`config.mk`:
```
export PLATFORM = sky130hd
export DESIGN_NAME = four_channel_dma_controller_unit
export DESIGN_NICKNAME = d
export VERILOG_FILES = /design/src/hdl/dma4_pkg.sv /design/src/hdl/dma4_front.sv /design/src/hdl/dma4_back.sv /design/src/hdl/four_channel_dma_controller_unit.sv
export SDC_FILE = /design/constraint.sdc
export NUM_CORES = 2
export LEC_CHECK = 0
export CAP_MARGIN = 25
export CORE_MARGIN = 1.5
export CORE_UTILIZATION = 40
export DETAILED_ROUTE_END_ITERATION = 8
export DONT_BUFFER_PORTS = 1
export SLEW_MARGIN = 0
export SYNTH_ARGS = -nofsm -noshare
export SYNTH_HDL_FRONTEND = slang
export SYNTH_SLANG_ARGS = --single-unit
```
`constraint.sdc`:
```
create_clock -name clk -period 8.4 [get_ports clk]
set_clock_uncertainty 0.2 [all_clocks]
set_input_delay 0.42 -clock clk [delete_from_list [all_inputs] [get_ports clk]]
set_output_delay 0.42 -clock clk [all_outputs]
set_load 0.01 [all_outputs]
```
`src/hdl/dma4_pkg.sv`:
```
`timescale 1ns / 1ps
// ----------------------------------------------------------------------------
// dma4 package
// shared constants, command codes and queue entry type for the dma block
// ----------------------------------------------------------------------------
package dma4_pkg;

	localparam int NumCh       = 4;
	localparam int StartDelayD = 2;

	localparam logic [2:0] CMD_WRITE   = 3'd0;
	localparam logic [2:0] CMD_READ    = 3'd1;
	localparam logic [2:0] CMD_HBLANK  = 3'd2;
	localparam logic [2:0] CMD_VBLANK  = 3'd3;
	localparam logic [2:0] CMD_CAP_ON  = 3'd4;
	localparam logic [2:0] CMD_CAP_OFF = 3'd5;
	localparam logic [2:0] CMD_TIMER   = 3'd6;
	localparam logic [2:0] CMD_TICK    = 3'd7;

	localparam logic [1:0] STEP_INC    = 2'd0;
	localparam logic [1:0] STEP_DEC    = 2'd1;
	localparam logic [1:0] STEP_FIXED  = 2'd2;
	localparam logic [1:0] STEP_RELOAD = 2'd3;

	localparam logic [1:0] TIME_NOW     = 2'd0;
	localparam logic [1:0] TIME_VBLANK  = 2'd1;
	localparam logic [1:0] TIME_HBLANK  = 2'd2;
	localparam logic [1:0] TIME_SPECIAL = 2'd3;

	localparam logic [31:0] FIFO_A_ADDR = 32'h040000A0;
	localparam logic [31:0] FIFO_B_ADDR = 32'h040000A4;
	localparam logic [31:0] CART_BASE   = 32'h08000000;

	// decoded item handed from front to back
	typedef struct packed {
		logic [2:0] command;
		logic       in_range;
		logic [1:0] ch;
		logic [3:0] idx;
		logic [7:0] write_byte;
		logic       fifo_select;
	} item_t;

endpackage

```
`src/hdl/dma4_front.sv`:
```
`timescale 1ns / 1ps
// ----------------------------------------------------------------------------
// dma4 front
// accepts items, splits the register offset into channel and byte index
// ----------------------------------------------------------------------------
module dma4_front (
	input  logic             clk,
	input  logic             arst_n,
	input  logic             in_valid,
	output logic             in_ready,
	input  logic [2:0]       command,
	input  logic [5:0]       reg_offset,
	input  logic [7:0]       write_byte,
	input  logic             fifo_select,
	output logic             q_valid,
	input  logic             q_ready,
	output dma4_pkg::item_t  q_item
);
	logic            full_q;
	dma4_pkg::item_t item_q;
	dma4_pkg::item_t dec;
	logic [5:0]      rem;

	always_comb begin
		dec = '0;
		dec.command     = command;
		dec.write_byte  = write_byte;
		dec.fifo_select = fifo_select;
		dec.in_range    = (reg_offset < 6'd48);
		if (reg_offset < 6'd12) begin
			dec.ch = 2'd0; rem = reg_offset;
		end else if (reg_offset < 6'd24) begin
			dec.ch = 2'd1; rem = reg_offset - 6'd12;
		end else if (reg_offset < 6'd36) begin
			dec.ch = 2'd2; rem = reg_offset - 6'd24;
		end else begin
			dec.ch = 2'd3; rem = reg_offset - 6'd36;
		end
		dec.idx = rem[3:0];
	end

	assign in_ready = !full_q || q_ready;
	assign q_valid  = full_q;
	assign q_item   = item_q;

	always_ff @(posedge clk or negedge arst_n) begin
		if (!arst_n) begin
			full_q <= 1'b0;
		end else if (in_ready) begin
			full_q <= in_valid;
		end
	end

	always_ff @(posedge clk) begin
		if (in_valid && in_ready) begin
			item_q <= dec;
		end
	end
endmodule

```
`src/hdl/dma4_back.sv`:
```
`timescale 1ns / 1ps
// ----------------------------------------------------------------------------
// dma4 back
// channel registers, start countdowns, tick sequencing and the result register
// ----------------------------------------------------------------------------
module dma4_back #(
	parameter int START_DELAY = dma4_pkg::StartDelayD
) (
	input  logic            clk,
	input  logic            arst_n,
	input  logic            q_valid,
	output logic            q_ready,
	input  dma4_pkg::item_t q_item,
	output logic            out_valid,
	input  logic            out_ready,
	output logic [7:0]      read_byte,
	output logic            xfer_valid,
	output logic [1:0]      xfer_channel,
	output logic [31:0]     xfer_source,
	output logic [31:0]     xfer_dest,
	output logic            xfer_word,
	output logic            xfer_done,
	output logic            irq_request,
	output logic            busy_res
);
	localparam logic [3:0] DELAY = 4'(START_DELAY);

	logic [27:0] src_reg_q  [4];
	logic [27:0] dst_reg_q  [4];
	logic [15:0] cnt_reg_q  [4];
	logic [15:0] ctl_q      [4];
	logic [31:0] src_now_q  [4];
	logic [31:0] dst_now_q  [4];
	logic [16:0] cnt_now_q  [4];
	logic [3:0]  active_q;
	logic [3:0]  cd_q       [4];

	logic [27:0] src_reg_d  [4];
	logic [27:0] dst_reg_d  [4];
	logic [15:0] cnt_reg_d  [4];
	logic [15:0] ctl_d      [4];
	logic [31:0] src_now_d  [4];
	logic [31:0] dst_now_d  [4];
	logic [16:0] cnt_now_d  [4];
	logic [3:0]  active_d;
	logic [3:0]  cd_d       [4];

	logic        out_full_q;
	logic [7:0]  rb_d;
	logic        xv_d, xw_d, xdone_d, irq_d;
	logic [1:0]  xch_d;
	logic [31:0] xs_d, xd_d;
	logic        fire;

	assign q_ready = !out_full_q || out_ready;
	assign fire    = q_valid && q_ready;
	assign out_valid = out_full_q;

	function automatic logic [16:0] load_len(input logic [1:0] c, input logic [15:0] r);
		logic [16:0] m;
		m = (c == 2'd3) ? {1'b0, r} : {3'b0, r[13:0]};
		if (m == 17'd0) m = (c == 2'd3) ? 17'h10000 : 17'h04000;
		return m;
	endfunction

	function automatic logic [31:0] step(input logic [31:0] a, input logic [1:0] k,
		input logic [31:0] amt);
		case (k)
			dma4_pkg::STEP_DEC:   return a - amt;
			dma4_pkg::STEP_FIXED: return a;
			default:              return a + amt;
		endcase
	endfunction

	always_comb begin
		logic [1:0]  c;
		logic [3:0]  ix;
		logic [7:0]  v;
		logic        old_en, found, audio, word;
		logic [1:0]  cur, sk, dk;
		logic [15:0] ctl;
		logic [31:0] amt, fa;
		for (int i = 0; i < 4; i++) begin
			src_reg_d[i] = src_reg_q[i]; dst_reg_d[i] = dst_reg_q[i];
			cnt_reg_d[i] = cnt_reg_q[i]; ctl_d[i] = ctl_q[i];
			src_now_d[i] = src_now_q[i]; dst_now_d[i] = dst_now_q[i];
			cnt_now_d[i] = cnt_now_q[i]; cd_d[i] = cd_q[i];
		end
		active_d = active_q;
		rb_d = '0; xv_d = 1'b0; xw_d = 1'b0; xdone_d = 1'b0; irq_d = 1'b0;
		xch_d = '0; xs_d = '0; xd_d = '0;
		c = q_item.ch; ix = q_item.idx; v = q_item.write_byte;
		found = 1'b0; cur = '0; audio = 1'b0; word = 1'b0; ctl = '0; amt = '0;
		sk = '0; dk = '0;
		fa = q_item.fifo_select ? dma4_pkg::FIFO_B_ADDR : dma4_pkg::FIFO_A_ADDR;
		old_en = ctl_q[c][15];
		case (q_item.command)
			dma4_pkg::CMD_WRITE: begin
				if (q_item.in_range) begin
					case (ix)
						4'd0: src_reg_d[c][7:0]   = v;
						4'd1: src_reg_d[c][15:8]  = v;
						4'd2: src_reg_d[c][23:16] = v;
						4'd3: src_reg_d[c][27:24] = (c == 2'd0) ? {1'b0, v[2:0]} : v[3:0];
						4'd4: dst_reg_d[c][7:0]   = v;
						4'd5: dst_reg_d[c][15:8]  = v;
						4'd6: dst_reg_d[c][23:16] = v;
						4'd7: dst_reg_d[c][27:24] = (c == 2'd3) ? v[3:0] : {1'b0, v[2:0]};
						4'd8: cnt_reg_d[c][7:0]   = v;
						4'd9: cnt_reg_d[c][15:8]  = v;
						4'd10: ctl_d[c][7:0] = v & 8'hE0;
						default: ctl_d[c][15:8] = v & ((c == 2'd3) ? 8'hFF : 8'hF7);
					endcase
					if (ctl_d[c][15] && !old_en) begin
						src_now_d[c] = {4'b0, src_reg_d[c]} &
							~(ctl_d[c][10] ? 32'd3 : 32'd1);
						dst_now_d[c] = {4'b0, dst_reg_d[c]} &
							~(ctl_d[c][10] ? 32'd3 : 32'd1);
						cnt_now_d[c] = load_len(c, cnt_reg_d[c]);
						if (ctl_d[c][13:12] == dma4_pkg::TIME_NOW) cd_d[c] = DELAY;
					end
				end
			end
			dma4_pkg::CMD_READ: begin
				if (q_item.in_range && ix == 4'd10) rb_d = ctl_q[c][7:0];
				else if (q_item.in_range && ix == 4'd11) rb_d = ctl_q[c][15:8];
			end
			dma4_pkg::CMD_HBLANK, dma4_pkg::CMD_VBLANK: begin
				for (int i = 0; i < 4; i++) begin
					if (!active_q[i] && ctl_q[i][15] && ctl_q[i][13:12] ==
						((q_item.command == dma4_pkg::CMD_HBLANK) ?
						dma4_pkg::TIME_HBLANK : dma4_pkg::TIME_VBLANK))
						cd_d[i] = DELAY;
				end
			end
			dma4_pkg::CMD_CAP_ON: begin
				if (!active_q[3] && ctl_q[3][15] && ctl_q[3][13:12] == dma4_pkg::TIME_SPECIAL)
					cd_d[3] = DELAY;
			end
			dma4_pkg::CMD_CAP_OFF: begin
				if (ctl_q[3][15] && ctl_q[3][13:12] == dma4_pkg::TIME_SPECIAL)
					ctl_d[3][15] = 1'b0;
			end
			dma4_pkg::CMD_TIMER: begin
				for (int i = 1; i <= 2; i++) begin
					if (ctl_q[i][13:12] == dma4_pkg::TIME_SPECIAL &&
						{4'b0, dst_reg_q[i]} == fa && ctl_q[i][9]) begin
						ctl_d[i][15] = 1'b1;
						cnt_now_d[i] = 17'd4;
						cd_d[i] = DELAY;
					end
				end
			end
			default: begin
				// lowest active channel wins the tick
				for (int i = 3; i >= 0; i--) begin
					if (active_q[i]) begin
						found = 1'b1; cur = 2'(i);
					end
				end
				if (found) begin
					ctl   = ctl_q[cur];
					audio = (cur == 2'd1 || cur == 2'd2) &&
						ctl[13:12] == dma4_pkg::TIME_SPECIAL;
					word  = ctl[10] || audio;
					amt   = word ? 32'd4 : 32'd2;
					if (src_now_q[cur] >= dma4_pkg::CART_BASE) ctl[8:7] = 2'b00;
					sk = ctl[8:7];
					dk = audio ? dma4_pkg::STEP_FIXED : ctl[6:5];
					xv_d = 1'b1; xch_d = cur; xs_d = src_now_q[cur];
					xd_d = dst_now_q[cur]; xw_d = word;
					src_now_d[cur] = step(src_now_q[cur], sk, amt);
					dst_now_d[cur] = step(dst_now_q[cur], dk, amt);
					cnt_now_d[cur] = cnt_now_q[cur] - 17'd1;
					if (cnt_now_d[cur] == 17'd0) begin
						xdone_d = 1'b1;
						active_d[cur] = 1'b0;
						if (ctl[9]) begin
							if (ctl[6:5] == dma4_pkg::STEP_RELOAD)
								dst_now_d[cur] = {4'b0, dst_reg_q[cur]} &
									~(word ? 32'd3 : 32'd1);
							cnt_now_d[cur] = load_len(cur, cnt_reg_q[cur]);
						end else begin
							ctl_d[cur][15] = 1'b0;
						end
						irq_d = ctl[14];
					end
				end
				for (int i = 0; i < 4; i++) begin
					if (cd_q[i] != 4'd0) begin
						cd_d[i] = cd_q[i] - 4'd1;
						if (cd_d[i] == 4'd0) active_d[i] = 1'b1;
					end
				end
			end
		endcase
	end

	always_ff @(posedge clk or negedge arst_n) begin
		if (!arst_n) begin
			for (int i = 0; i < 4; i++) begin
				src_reg_q[i] <= '0; dst_reg_q[i] <= '0; cnt_reg_q[i] <= '0;
				ctl_q[i] <= '0; src_now_q[i] <= '0; dst_now_q[i] <= '0;
				cnt_now_q[i] <= '0; cd_q[i] <= '0;
			end
			active_q   <= '0;
			out_full_q <= 1'b0;
		end else begin
			if (fire) begin
				for (int i = 0; i < 4; i++) begin
					src_reg_q[i] <= src_reg_d[i]; dst_reg_q[i] <= dst_reg_d[i];
					cnt_reg_q[i] <= cnt_reg_d[i]; ctl_q[i] <= ctl_d[i];
					src_now_q[i] <= src_now_d[i]; dst_now_q[i] <= dst_now_d[i];
					cnt_now_q[i] <= cnt_now_d[i]; cd_q[i] <= cd_d[i];
				end
				active_q <= active_d;
			end
			if (q_ready) out_full_q <= q_valid;
		end
	end

	always_ff @(posedge clk) begin
		if (fire) begin
			read_byte    <= rb_d;
			xfer_valid   <= xv_d;
			xfer_channel <= xch_d;
			xfer_source  <= xs_d;
			xfer_dest    <= xd_d;
			xfer_word    <= xw_d;
			xfer_done    <= xdone_d;
			irq_request  <= irq_d;
			busy_res     <= |active_d;
		end
	end
endmodule

```
`src/hdl/four_channel_dma_controller_unit.sv`:
```
`timescale 1ns / 1ps
// ----------------------------------------------------------------------------
// four channel dma controller
// address sequencing for four dma channels; bus data moves elsewhere
// ----------------------------------------------------------------------------
// usage:
//  - input channel (in_valid/in_ready) carries one item: a register byte
//    write or read, a start event (hblank, vblank, capture, timer) or a tick
//  - output channel (out_valid/out_ready) returns exactly one result per item
//  - on a tick the lowest active channel reports a transfer unit (addresses,
//    size, done, irq) and then steps; start countdowns step after that
//  - each item passes the front register, then the channel state update which
//    also loads the result register
//  - throughput is one item per cycle, set by the state update, unless the receiver stalls
//  - the front register is a one-entry queue; a stalled receiver backs up
//    into it and only then drops in_ready, with no item lost
//  - reset clears all channel registers, counters and countdowns
// ----------------------------------------------------------------------------
module four_channel_dma_controller_unit #(
	parameter int START_DELAY = dma4_pkg::StartDelayD
) (
	input  logic        clk,
	input  logic        arst_n,
	input  logic        in_valid,
	output logic        in_ready,
	input  logic [2:0]  command,
	input  logic [5:0]  reg_offset,
	input  logic [7:0]  write_byte,
	input  logic        fifo_select,
	output logic        out_valid,
	input  logic        out_ready,
	output logic [7:0]  read_byte,
	output logic        xfer_valid,
	output logic [1:0]  xfer_channel,
	output logic [31:0] xfer_source,
	output logic [31:0] xfer_dest,
	output logic        xfer_word,
	output logic        xfer_done,
	output logic        irq_request,
	output logic        busy_res
);
	// queue between front and back
	logic            q_valid;
	logic            q_ready;
	dma4_pkg::item_t q_item;

	dma4_front u_front (
		.clk(clk), .arst_n(arst_n),
		.in_valid(in_valid), .in_ready(in_ready),
		.command(command), .reg_offset(reg_offset),
		.write_byte(write_byte), .fifo_select(fifo_select),
		.q_valid(q_valid), .q_ready(q_ready), .q_item(q_item)
	);

	dma4_back #(.START_DELAY(START_DELAY)) u_back (
		.clk(clk), .arst_n(arst_n),
		.q_valid(q_valid), .q_ready(q_ready), .q_item(q_item),
		.out_valid(out_valid), .out_ready(out_ready),
		.read_byte(read_byte), .xfer_valid(xfer_valid),
		.xfer_channel(xfer_channel), .xfer_source(xfer_source),
		.xfer_dest(xfer_dest), .xfer_word(xfer_word),
		.xfer_done(xfer_done), .irq_request(irq_request),
		.busy_res(busy_res)
	);
endmodule

```
==> results.yml <==
floorplan:
  ios: 103
  initial_core_util: 0.4052
  row_count: 120
  die_x_um: 333.3
  chipHeight_um: 333.3
  core_mm2: 0.1077
  die_area_mm2: 0.1111
timing:
  drv_slew: 0
  period_needed_ps: 6689
  worst_pin_slew_ps: 1414
  hold_viol: 0
  setup_ws_ps: 1711
  setup_viol: 0
  slew_headroom: 0.05736
  clock.fmax_mhz: 149.5
  rsz0062_at_grt: "no"
  setup_tns_ps: 0
  post-route-period-util: 0.7963
grt:
  overflow: 0
  grt_use_total: 0.2701
  antenna_found_initial: 4
  grt_max_degree: 693
  grt_pass1_vias: 33010
  grt_pass1_wl_mm: 227.3
power:
  cellLeakagePower_nw: 20.28
  power.density_mw_per_mm2: 273.9
  ir_drop_mv: 0.1600
synthesis:
  synth_most_common_cell: "dfrtp_1"
  synthArstFlopShare: 0.8759
  synth-simple-area-share: 0.1326
  synth_seq_cells: 790
  ys_warn_count: 0
  synth-edff-count: 98
  synthTopCellsByCount: "dfrtp_1 (692), nor2_1 (416), mux2_2 (350), nand2_1 (248), clkbuf_1 (223)"
  yosysSeqAreaShare: 0.4644
  ys_top_cells_by_area: "dfrtp_1 (40%), mux4_2 (10%), mux2_2 (9.0%)"
  synth-xor-area-share: 0.01747
  synthAdderAreaFrac: 0.006596
  synth_ff_type: "dfrtp_1"
  synth-compound-area-share: 0.1336
  yosys.area.top_type_share: 0.3969
  synth_top_family_by_area: "multiplexers"
  syn-instance-count: 3869
  synthesis.area_mm2: 0.04363
  synth.avg_cell_area_um2: 11.28
  muxShareOfSynthArea: 0.2130
  synth.largest_area_cell: "dfrtp_1"
  ys_types: 94
  syn_nets: 3914
place:
  post-place-ws_ps: 1906
  port_buffers: 0
  hpwl_mm: 99.34
  gp_congestion: 0.9766
cts:
  cts_tree: "done"
  path_clk_slew_ps: 60
  htree_levels: 3
  cts_buffers: 91
  clk_latency_ps: 690
  clock_path_buffers: 3
  root_buffer: "clkbuf_16"
  cts_sinks: 790
detailed_routing:
  met2_length_mm: 66.97
  top_layer_used: "met5"
  via_per_inst: 6.460
  met1_length_mm: 63.39
  dr_total_vias: 34000
  drt_wl_total_mm: 150.9
  firstDrtPassIters: 6
  drc: 0
  wl_per_cell_um: 28.67
  met3_length_mm: 14.22
  ant_nets: 0
  first_iter_violations: 4280
critical_path:
  worst-endpoint-arrival_ps: 7010
  cp.required_ps: 8720
  startpoint_type: "flop"
  cp_slowest_cell: "dfrtp_1"
  path_cells: "buf_4 > or2_2 > nor2_4 > ha_1 > and3_1 > a32o_1 > nor2_1 > inv_1 > nor2_1 > ha_1 > o21a_1 > nor2_1 > nand2b_1 > nand4bb_1 > o21ai_0 > a211oi_1 > nor4b_1 > mux2i_1 > nand3_1 > a21oi_1 > o21ai_0"
  cp_num_buf_inv: 2
  critPathMaxFanout: 23
  worstSetupPathType: "flop to flop"
  crit_family: "simple AND/OR/NAND/NOR gates"
  cp_common_cell: "nor2_1"
  critPathMaxStageDelay_ps: 540
  end_kind: "flop"
run_status:
  status: "complete, no violations"
finish:
  nFillCells: 9895
  synthToLayoutAreaGrowth_pct: 11.17
  antenna_cells: 0
  final_layout_size_suffix_gt1_frac: 0.2207
  nNetsFinal: 3830
worst_hold_path:
  hold_path.class: "primary input to flop"
job:
  maxCapViolations: 0
-- final cells by class --
cell class / instances / area [um2] / area share
Multi-Input combinational cell: 2730 / 22050 / 0.4547
Tap cell: 1403 / 1755 / 0.03619
Inverter: 64 / 242.7 / 0.005005
Clock inverter: 38 / 515.5 / 0.01063
Timing Repair Buffer: 108 / 996.0 / 0.02054
Sequential cell: 790 / 20260 / 0.4177
Clock buffer: 130 / 2679 / 0.05523
-- where the power goes --
part	leakage, nW	internal, W	switching [W]	total (W)
Sequential	10.3	0.00433	0.000362	0.00469
Clock	1.57	0.00256	0.00169	0.00425
Combinational	8.42	0.00157	0.00277	0.00434
Total	20.3	0.00846	0.00482	0.0133
-- logic make-up after synthesis --
family,after synthesis
AND/OR/NAND/NOR,1190
AO/OA/AOI/OAI,794
flip-flops,790
multiplexers,636
buffers and inverters,349
XOR/XNOR,87
adder cells (fa/ha/maj),23
-- routing by layer --
layer	vias to the layer above	track usage
met1	17360	0.3792
met3	317	0.05651
met2	1839	0.4053
met5	-	0
met4	6	0.1119
li1	14480	-
-- tightest hold or removal path, stage by stage --
cell and delay (ps):
ha_1 150, o21ai_0 80, o22ai_1 120, a31oi_1 60
-- cell usage in the layout (no fill, tap or decap), drive strengths merged, types with 37 or more instances in the layout --
cell	instances
dfrtp	692
buf	82
nor4	46
a21oi	129
nand3	81
a221o	136
o21a	61
clkbuf	130
nor2	419
nor2b	63
mux2i	80
and2	68
nor3	59
xnor2	64
o221ai	67
mux4	194
o21ai	163
edfxtp	98
nand2	248
nand4	37
inv	64
mux2	362
-- metrics by stage --
stage | hold WS (ps) | cell area [um2] | cells | utilization | total power, W
3_5_place_dp | -12.02 | 44920 | 5064 | 0.4173 | 0.008897
3_3_place_gp | -14.34 | 44910 | 5063 | 0.4171 | 0.008885
4_1_cts | -733.1 | 48350 | 5255 | 0.4491 | 0.01317
2_1_floorplan | -75.59 | 43630 | 3869 | - | 0.007657
5_1_grt | 172.2 | 48500 | 5263 | 0.4505 | 0.01386
6_report | 141.8 | 48500 | 5263 | 0.4505 | 0.01328
-- sequential cells by signal (all words and copies together), names as in the netlist, 2 cells and up --
name,flops
u_back.cnt_reg_q,64
u_back.active_q,4
u_back.cd_q,16
u_back.read_byte,8
u_back.ctl_q,64
u_back.src_reg_q,108
u_back.xfer_source,32
u_front.q_item,19
u_back.cnt_now_q,68
u_back.dst_now_q,128
u_back.xfer_dest,32
u_back.xfer_channel,2
u_back.dst_reg_q,110
u_back.src_now_q,128
-- path summary, 6_finish.rpt --
kind                                                endpoint  slack (ps)  cells after the start                             start
max                        u_back.src_now_q[119]$_DFFE_PN0P_        1710                     21    u_back.active_q[1]$_DFFE_PN0P_
min                             u_front.q_item[12]$_DFFE_PP_         140                      4                     reg_offset[3]
max reg2reg                u_back.src_now_q[119]$_DFFE_PN0P_        1710                     21    u_back.active_q[1]$_DFFE_PN0P_
min reg2reg                 u_back.src_now_q[16]$_DFFE_PN0P_         280                      2  u_back.src_now_q[16]$_DFFE_PN0P_
max in group asynchronous   u_back.src_now_q[78]$_DFFE_PN0P_        4920                      4                            arst_n
min in group asynchronous        u_front.q_valid$_DFFE_PN0N_         450                      2                            arst_n
-- timing repair --
action,CTS,global route
setup buffers,0,0
resized for setup,0,0
hold buffers,23,3
hold endpoints to repair,713,240
Power figures use the tool's default switching activity.
